$ cat src/rtl/pbk_pkg.sv
// shared constants, types and register codes of the per-bin kalman smoother
// no dependencies; imported by pbk_div and the top level
package pbk_pkg;

  // configuration of the design (NUM_BINS must be a power of two up to 4096)
  localparam int NUM_BINS       = 4096;
  localparam int ADDR_BITS      = $clog2(NUM_BINS);
  localparam int BIN_FIELD_BITS = 12;
  localparam int SAMPLE_BITS    = 20;
  localparam int GAIN_FRAC_BITS = 18;
  localparam int PWR_BITS       = 48;
  localparam int KR_BITS        = 16;
  localparam int KR_FRAC_BITS   = 8;
  localparam int CFG_IDX_BITS   = 2;

  // derived widths
  localparam int GAIN_BITS  = GAIN_FRAC_BITS + 1;
  localparam int DEN_BITS   = PWR_BITS + 1;
  localparam int REM_BITS   = PWR_BITS + 2;
  localparam int DIFF_BITS  = SAMPLE_BITS + 1;
  localparam int SQ_BITS    = 2 * DIFF_BITS;
  localparam int THRP_BITS  = PWR_BITS + KR_BITS;
  localparam int THR_BITS   = THRP_BITS - KR_FRAC_BITS;
  localparam int BLEND_BITS = GAIN_BITS + SAMPLE_BITS;
  localparam int GPROD_BITS = PWR_BITS + GAIN_BITS;

  localparam logic [GAIN_BITS-1:0]  GAIN_ONE   = GAIN_BITS'(1) << GAIN_FRAC_BITS;
  localparam logic [BLEND_BITS-1:0] BLEND_HALF = BLEND_BITS'(1) << (GAIN_FRAC_BITS - 1);

  // pipeline stage numbering
  localparam int STG_A       = 0;
  localparam int STG_B       = 1;
  localparam int STG_C       = 2;
  localparam int STG_D       = 3;
  localparam int DIV_FIRST   = 4;
  localparam int DIV_STEPS   = GAIN_FRAC_BITS;
  localparam int STG_G       = DIV_FIRST + DIV_STEPS;
  localparam int STG_M       = STG_G + 1;
  localparam int PIPE_STAGES = STG_M + 1;

  // configuration register indexes
  localparam logic [CFG_IDX_BITS-1:0] REG_PATTERN_MODE = CFG_IDX_BITS'(0);
  localparam logic [CFG_IDX_BITS-1:0] REG_NOISE_FLOOR  = CFG_IDX_BITS'(1);
  localparam logic [CFG_IDX_BITS-1:0] REG_KRATIO       = CFG_IDX_BITS'(2);

  typedef logic [ADDR_BITS-1:0]          addr_t;
  typedef logic signed [SAMPLE_BITS-1:0] smp_t;
  typedef logic [PWR_BITS-1:0]           pwr_t;
  typedef logic [GAIN_BITS-1:0]          gain_t;

  // item context that travels with every stage
  typedef struct packed {
    addr_t bin;
    smp_t  cre;
    smp_t  cim;
    smp_t  pre;
    smp_t  pim;
    pwr_t  noise;
    pwr_t  sum;
    logic  restart;
    logic  motion;
    logic  dz;
  } item_t;

  // per-bin stored state
  typedef struct packed {
    pwr_t cov;
    pwr_t pcov;
    smp_t re;
    smp_t im;
  } bin_state_t;

endpackage

$ cat src/rtl/pbk_div.sv
// pipelined restoring divider for the kalman gain, one quotient bit per stage
// depends on pbk_pkg; stage enables come from the top level pipeline control
module pbk_div (
  input  logic                              clk,
  input  logic [pbk_pkg::DIV_STEPS-1:0]     en,
  input  logic [pbk_pkg::DEN_BITS-1:0]      den_i,
  input  logic [pbk_pkg::DEN_BITS-1:0]      rem_i,
  input  logic [pbk_pkg::GAIN_BITS-1:0]     quo_i,
  output logic [pbk_pkg::GAIN_BITS-1:0]     quo_o
);
  import pbk_pkg::*;

  logic [DEN_BITS-1:0]  den_r [DIV_STEPS];
  logic [DEN_BITS-1:0]  rem_r [DIV_STEPS];
  logic [GAIN_BITS-1:0] quo_r [DIV_STEPS];
  logic [DEN_BITS-1:0]  rem_nxt [DIV_STEPS];
  logic [GAIN_BITS-1:0] quo_nxt [DIV_STEPS];

  // one shift, compare and subtract per stage
  always_comb begin
    logic [DEN_BITS-1:0]  den_in;
    logic [DEN_BITS-1:0]  rem_in;
    logic [GAIN_BITS-1:0] quo_in;
    logic [REM_BITS-1:0]  rem2;
    for (int k = 0; k < DIV_STEPS; k++) begin
      den_in = (k == 0) ? den_i : den_r[k-1];
      rem_in = (k == 0) ? rem_i : rem_r[k-1];
      quo_in = (k == 0) ? quo_i : quo_r[k-1];
      rem2   = {rem_in, 1'b0};
      if (rem2 >= {1'b0, den_in}) begin
        rem_nxt[k] = DEN_BITS'(rem2 - {1'b0, den_in});
        quo_nxt[k] = {quo_in[GAIN_BITS-2:0], 1'b1};
      end else begin
        rem_nxt[k] = rem2[DEN_BITS-1:0];
        quo_nxt[k] = {quo_in[GAIN_BITS-2:0], 1'b0};
      end
    end
  end

  // stage registers
  always_ff @(posedge clk) begin
    for (int k = 0; k < DIV_STEPS; k++) begin
      if (en[k]) begin
        den_r[k] <= (k == 0) ? den_i : den_r[k-1];
        rem_r[k] <= rem_nxt[k];
        quo_r[k] <= quo_nxt[k];
      end
    end
  end

  assign quo_o = quo_r[DIV_STEPS-1];

endmodule

$ cat config.mk
export PLATFORM = sky130hd
export DESIGN_NAME = pbk_div
export DESIGN_NICKNAME = d
export VERILOG_FILES = /design/src/rtl/pbk_pkg.sv /design/src/rtl/pbk_div.sv
export SDC_FILE = /design/constraint.sdc
export NUM_CORES = 2
export LEC_CHECK = 0
export BUFFER_PORTS_ARGS = -buffer_cell sky130_fd_sc_hd__buf_2
export CAP_MARGIN = 25
export CORE_ASPECT_RATIO = 0.6
export CORE_MARGIN = 2
export CORE_UTILIZATION = 65
export DETAILED_ROUTE_END_ITERATION = 8
export PLACE_DENSITY = 0.91
export SLEW_MARGIN = 10
export SYNTH_ARGS = -nofsm -noshare
export SYNTH_HDL_FRONTEND = slang
export SYNTH_SLANG_ARGS = --single-unit
$ cat constraint.sdc
create_clock -name clk -period 5.9 [get_ports clk]
set_input_delay 0.59 -clock clk [delete_from_list [all_inputs] [get_ports clk]]
set_output_delay 0.59 -clock clk [all_outputs]
set_load 0.01 [all_outputs]
Word level (Yosys, flattened, before mapping) --
Memories as Yosys holds them, arrays and structs flattened. Cells that the tools add are included.
Operators by class: reduce and logical (&&, ||, !) cells 0, shift-type cells 0, equality and inequality tests 0, muxes and demuxes 72, bitwise operators 0, div/mod/pow operators 0, add/subtract/negate cells 18, multipliers 0, $lt $le $gt $ge 18
Operators with widths (number):
- $ge 50x49->1 | 18
- $mux 49 | 18
- $sub 49x49->49 | 18
- $mux 1 | 54
Word-level totals: input bits 136, latch bits 0, memories kept 3, RAM bits 2106, flip-flop bits (word level) 0, output and inout port bits 19, logic and storage cells 111, memory bits (read-only) 0
Memories:
- den_r | words 18, width 49, rd ports 17, clocked after Yosys merged registers in 0, wr ports 18, line pbk_div.sv:13 | logic [DEN_BITS-1:0] den_r [DIV_STEPS];
- rem_r | words 18, width 49, rd ports 17, clocked after Yosys merged registers in 0, wr ports 18, line pbk_div.sv:14 | logic [DEN_BITS-1:0] rem_r [DIV_STEPS];
- quo_r | words 18, width 19, rd ports 18, clocked after Yosys merged registers in 0, wr ports 18, line pbk_div.sv:15 | logic [GAIN_BITS-1:0] quo_r [DIV_STEPS];

Longest topological paths before layout --
An unclocked memory read counts as a cell.
depth after elaboration 3, depth in mapped cells 17, depth with buffers taken out 15

Least setup slack after synthesis --
OpenSTA, ideal clock, no wires.
kind input to register, from input den_i[2] (netlist name), to memory rem_r[0][10] (netlist name), data pin, buffers on the path 1, stages 15, setup slack 2.077 ns, arrival 3.563 ns, library setup time 0.260 ns, cell sequence inv_1 -> ha_1 -> nor2b_1 -> o31a_1 -> o31ai_1 -> nand3b_1 -> a21oi_1 -> nor2_1 -> a21oi_1 -> o31ai_1 -> o41ai_4 -> o31ai_1 -> a211oi_2 -> buf_2 -> mux2_2
RTL lines:
- start: declaration | line pbk_div.sv:6 | input logic [pbk_pkg::DEN_BITS-1:0] den_i,
- end: declaration | line pbk_div.sv:14

==> results by group <==
Global route
  • Global-route usage over all layers: 37.5%
  • Number of antenna violations at the first check in global routing: 20
  • Residual overflow from global routing: 0
  • First-pass GRT wire length: 516 mm
  • Pin count of the biggest net entering global routing: between 100 and 150
  • Number of global-route vias before repair: 82300

Layout
  • Commonest cells after routing, fill and taps aside: sky130_fd_sc_hd__edfxtp_1 (1855), sky130_fd_sc_hd__a21oi_1 (1263), sky130_fd_sc_hd__inv_1 (1091), sky130_fd_sc_hd__ha_1 (881), sky130_fd_sc_hd__nor2_1 (792)
  • Layout net count: 12100
  • Post-layout util: 70.8%
  • Layout Cells excl Fill: approximately 14000
  • Fraction of final layout cells sized beyond drive strength 1: 8.33%
  • Commonest non-fill, non-tap cell in the layout: sky130_fd_sc_hd__edfxtp_1
  • Layout overhead on the synthesized area: 8.19%

Synthesis
  • Dominant register cell in the synthesized netlist: sky130_fd_sc_hd__edfxtp_1
  • Yosys reg bits: 1855
  • Share of synthesized area occupied by flip-flops and latches: 48.5%
  • Largest area contributor in the synthesized netlist: sky130_fd_sc_hd__edfxtp_1
  • Top-area cell type share of the netlist area: 48.5%
  • Post-Synthesis Mean Instance Area: 10.4 µm²
  • Synthesized net count: approximately 12000
  • Post-synth ARST share: 0%
  • Number of synthesized flops with an enable pin: 1855
  • Mapped Cells: 11000
  • Unique cell type count in the Yosys netlist: 115
  • Top post-synthesis cells by area: sky130_fd_sc_hd__edfxtp_1 (49%), sky130_fd_sc_hd__ha_1 (9.6%), sky130_fd_sc_hd__a21oi_1 (5.5%), sky130_fd_sc_hd__inv_1 (3.6%), sky130_fd_sc_hd__a21o_1 (3.4%)
  • Summed instance area of the synthesized netlist: between 0.1 and 0.15 mm²
  • Synth warnings: 0

Critical path
  • Slowest stage cell, crit path: sky130_fd_sc_hd__a311oi_1
  • Largest driver fanout on the critical path: 84
  • Critical path start-end classification: reg -> reg
  • Critical Path RT: between 6 and 7 ns
  • Max stage delay on crit path: 0.75 ns
  • Data arrival time of the critical path: 6.40 ns
  • Cell repeated most along the worst path: sky130_fd_sc_hd__o21ai_1
  • Startpoint type of the worst setup path: register
  • Crit. End Element: register
  • List of cells traversed by the critical path: fa_1 > nand2b_1 > a211oi_1 > o21ai_1 > o311ai_2 > a21oi_1 > o21ai_1 > a41oi_1 > a311oi_1 > a211o_1 > o31ai_4 > buf_12 > nand2_1 > o21ai_0

CTS
  • Clock Tree Buf Depth: 4
  • Total setup buffers inserted after CTS: 0
  • Total number of clock tree sinks: between 1500 and 2000
  • Resized Gates After CTS: 0
  • Total of hold buffers inserted after clock tree synthesis: 30
  • Insertion delay to the later sink of the worst-skew pair: 0.86 ns
  • Depth of the CTS H-tree: 4
  • TritonCTS buffer count: 183
  • CTS tree: yes
  • Reg clk slew, reported paths: 0.07 ns
  • Clock root buffer master: sky130_fd_sc_hd__clkbuf_16

Status
  • Outcome: finished clean

Timing
  • Least-Margin Pin Slew: 1.25 ns
  • Max Fclk: 0.172 GHz
  • Tcrit/Tclk final: 98.7%
  • Shortest clock period the worst path allows after layout: 5.82 ns
  • Setup violations, final: 0
  • Post-route setup TNS: 0 ns
  • Relative max-transition margin: between 15 and 20%
  • Worst setup skew after layout: 0.0618 ns
  • Unrepaired setup endpoints after global routing: no
  • Final Hold Viols: 0
  • Number of slew-limit violations in the final report: 0

Routing
  • Post-detailed-route DRC marker count: 0
  • Number of nets still failing antenna checks after routing: 0
  • Wire length reported by the detailed router: 347 mm
  • TritonRoute pass-1 iters: 9
  • Iteration-0 DRC count of the detailed router: 14500
  • Routed wirelength normalized by instance count: 25.5 µm
  • Per-cell via count in the routed design: 6.65
  • Via count: 90500

Job
  • Maximum Capacitance Violations: 0

Die
  • Die extent in y: 329 µm
  • Die Span X: 546 µm
  • Number of I/O pins: about 160
  • Area of the die: 0.180 mm²
  • Core Area: 0.175 mm²
  • Number of core rows: 119
  • Initial core utilization: 65.4%

Place
  • # placed instances: approximately 13000
  • Half-perimeter wire length after placement: 264 mm
  • Final GP Congestion: 1.13
  • Port Buffer Count: 136

Power and ir drop
  • Maximum vdd drop: around 390 µV
  • Leakage power of the design: 52.0 nW
  • P per Cell Area: slightly below 600 mW/mm²

Worst hold path
  • Path type of the worst min-delay path: in -> reg
registers in the layout, indices dropped and copies added, names as in the netlist:
| name | flops |
|---|---|
| den_r | 833 |
| quo_r | 189 |
| rem_r | 833 |
worst paths after layout:
kind,start,to,slack [ns],depth (start not counted)
max,den_r[3][0],rem_r[4][1],0.08,14
min,den_i[19],den_r[0][19],0.05,1
max reg2reg,den_r[3][0],rem_r[4][1],0.08,14
min reg2reg,quo_r[16][14],quo_r[17][15],0.42,0
critical path: cells and delay by family, from the launching register on:
kind | cells | cell delay [ns]
and+or+nand+nor | 2 | 0.40
adders and majority gates | 1 | 0.54
buffers and inverters | 1 | 0.19
AOI/OAI and AO/OA | 10 | 3.81
DFF | 1 | 0.48
where the power goes:
| group | leakage, nW | total, mW | switching, mW | internal (mW) |
|---|---|---|---|---|
| clock | 2.76 | 11.7 | 5.31 | 6.36 |
| sequential | 18.1 | 22.4 | 2.27 | 20.1 |
| combinational | 31.2 | 39.7 | 24.4 | 15.4 |
| total | 52.0 | 73.8 | 31.9 | 41.9 |
cell type report:
cell class / instances / area, µm²
fillers: 12300 / 51200
diodes: 26 / 65.1
repair buffers: 299 / 2330
multi-input cells: 7647 / 53300
inverters: 1093 / 4100
well taps: 2359 / 2950
flip-flops and latches: 1855 / 55700
clock inverters: 113 / 901
clock buffers: 211 / 4770
metal layers:
| layer | track usage [%] | vias to the layer above | routed length, µm |
|---|---|---|---|
| li1 | - | 40300 | - |
| met2 | 42.9 | 6152 | 119000 |
| met5 | 0 | - | 137 |
| met1 | 61.3 | 43600 | 160000 |
| met4 | 5.60 | 22 | 5040 |
| met3 | 19.1 | 511 | 63900 |
cell families after synthesis:
kind of cell	after synthesis	synth area share, %
xor+xnor	756	5.77
buf+inv	1483	5.10
compound gates	3224	17.5
mux	316	3.28
fa+ha+maj	898	9.90
simple gates	2453	9.93
flops	1855	48.5
per-stage QoR:
stage               cell area [µm²]  setup WS [ns]  power, mW  hold WS, ns
floorplan                    115000           2.08       48.8        0.400
global placement             118000          0.688       58.0        0.402
detailed placement           118000          0.662       59.6        0.405
CTS                          124000          0.538       71.8     0.000876
global route                 124000          0.147       77.4       0.0248
finish                       124000         0.0794       73.8       0.0472
synth_stat cells (111+ instances only):
| cell type | count |
|---|---|
| sky130_fd_sc_hd__o21ai_0 | 612 |
| sky130_fd_sc_hd__nand3_1 | 166 |
| sky130_fd_sc_hd__nand2_1 | 705 |
| sky130_fd_sc_hd__nor2_1 | 792 |
| sky130_fd_sc_hd__nor3_1 | 111 |
| sky130_fd_sc_hd__clkbuf_1 | 284 |
| sky130_fd_sc_hd__ha_1 | 881 |
| sky130_fd_sc_hd__a21o_1 | 522 |
| sky130_fd_sc_hd__nand4_1 | 210 |
| sky130_fd_sc_hd__inv_1 | 1091 |
| sky130_fd_sc_hd__xor2_1 | 320 |
| sky130_fd_sc_hd__xnor2_1 | 436 |
| sky130_fd_sc_hd__mux2_2 | 236 |
| sky130_fd_sc_hd__nor2b_1 | 115 |
| sky130_fd_sc_hd__a21oi_1 | 1263 |
| sky130_fd_sc_hd__o21bai_1 | 122 |
| sky130_fd_sc_hd__edfxtp_1 | 1855 |
Note: power is estimated with default switching activity, not from simulation.
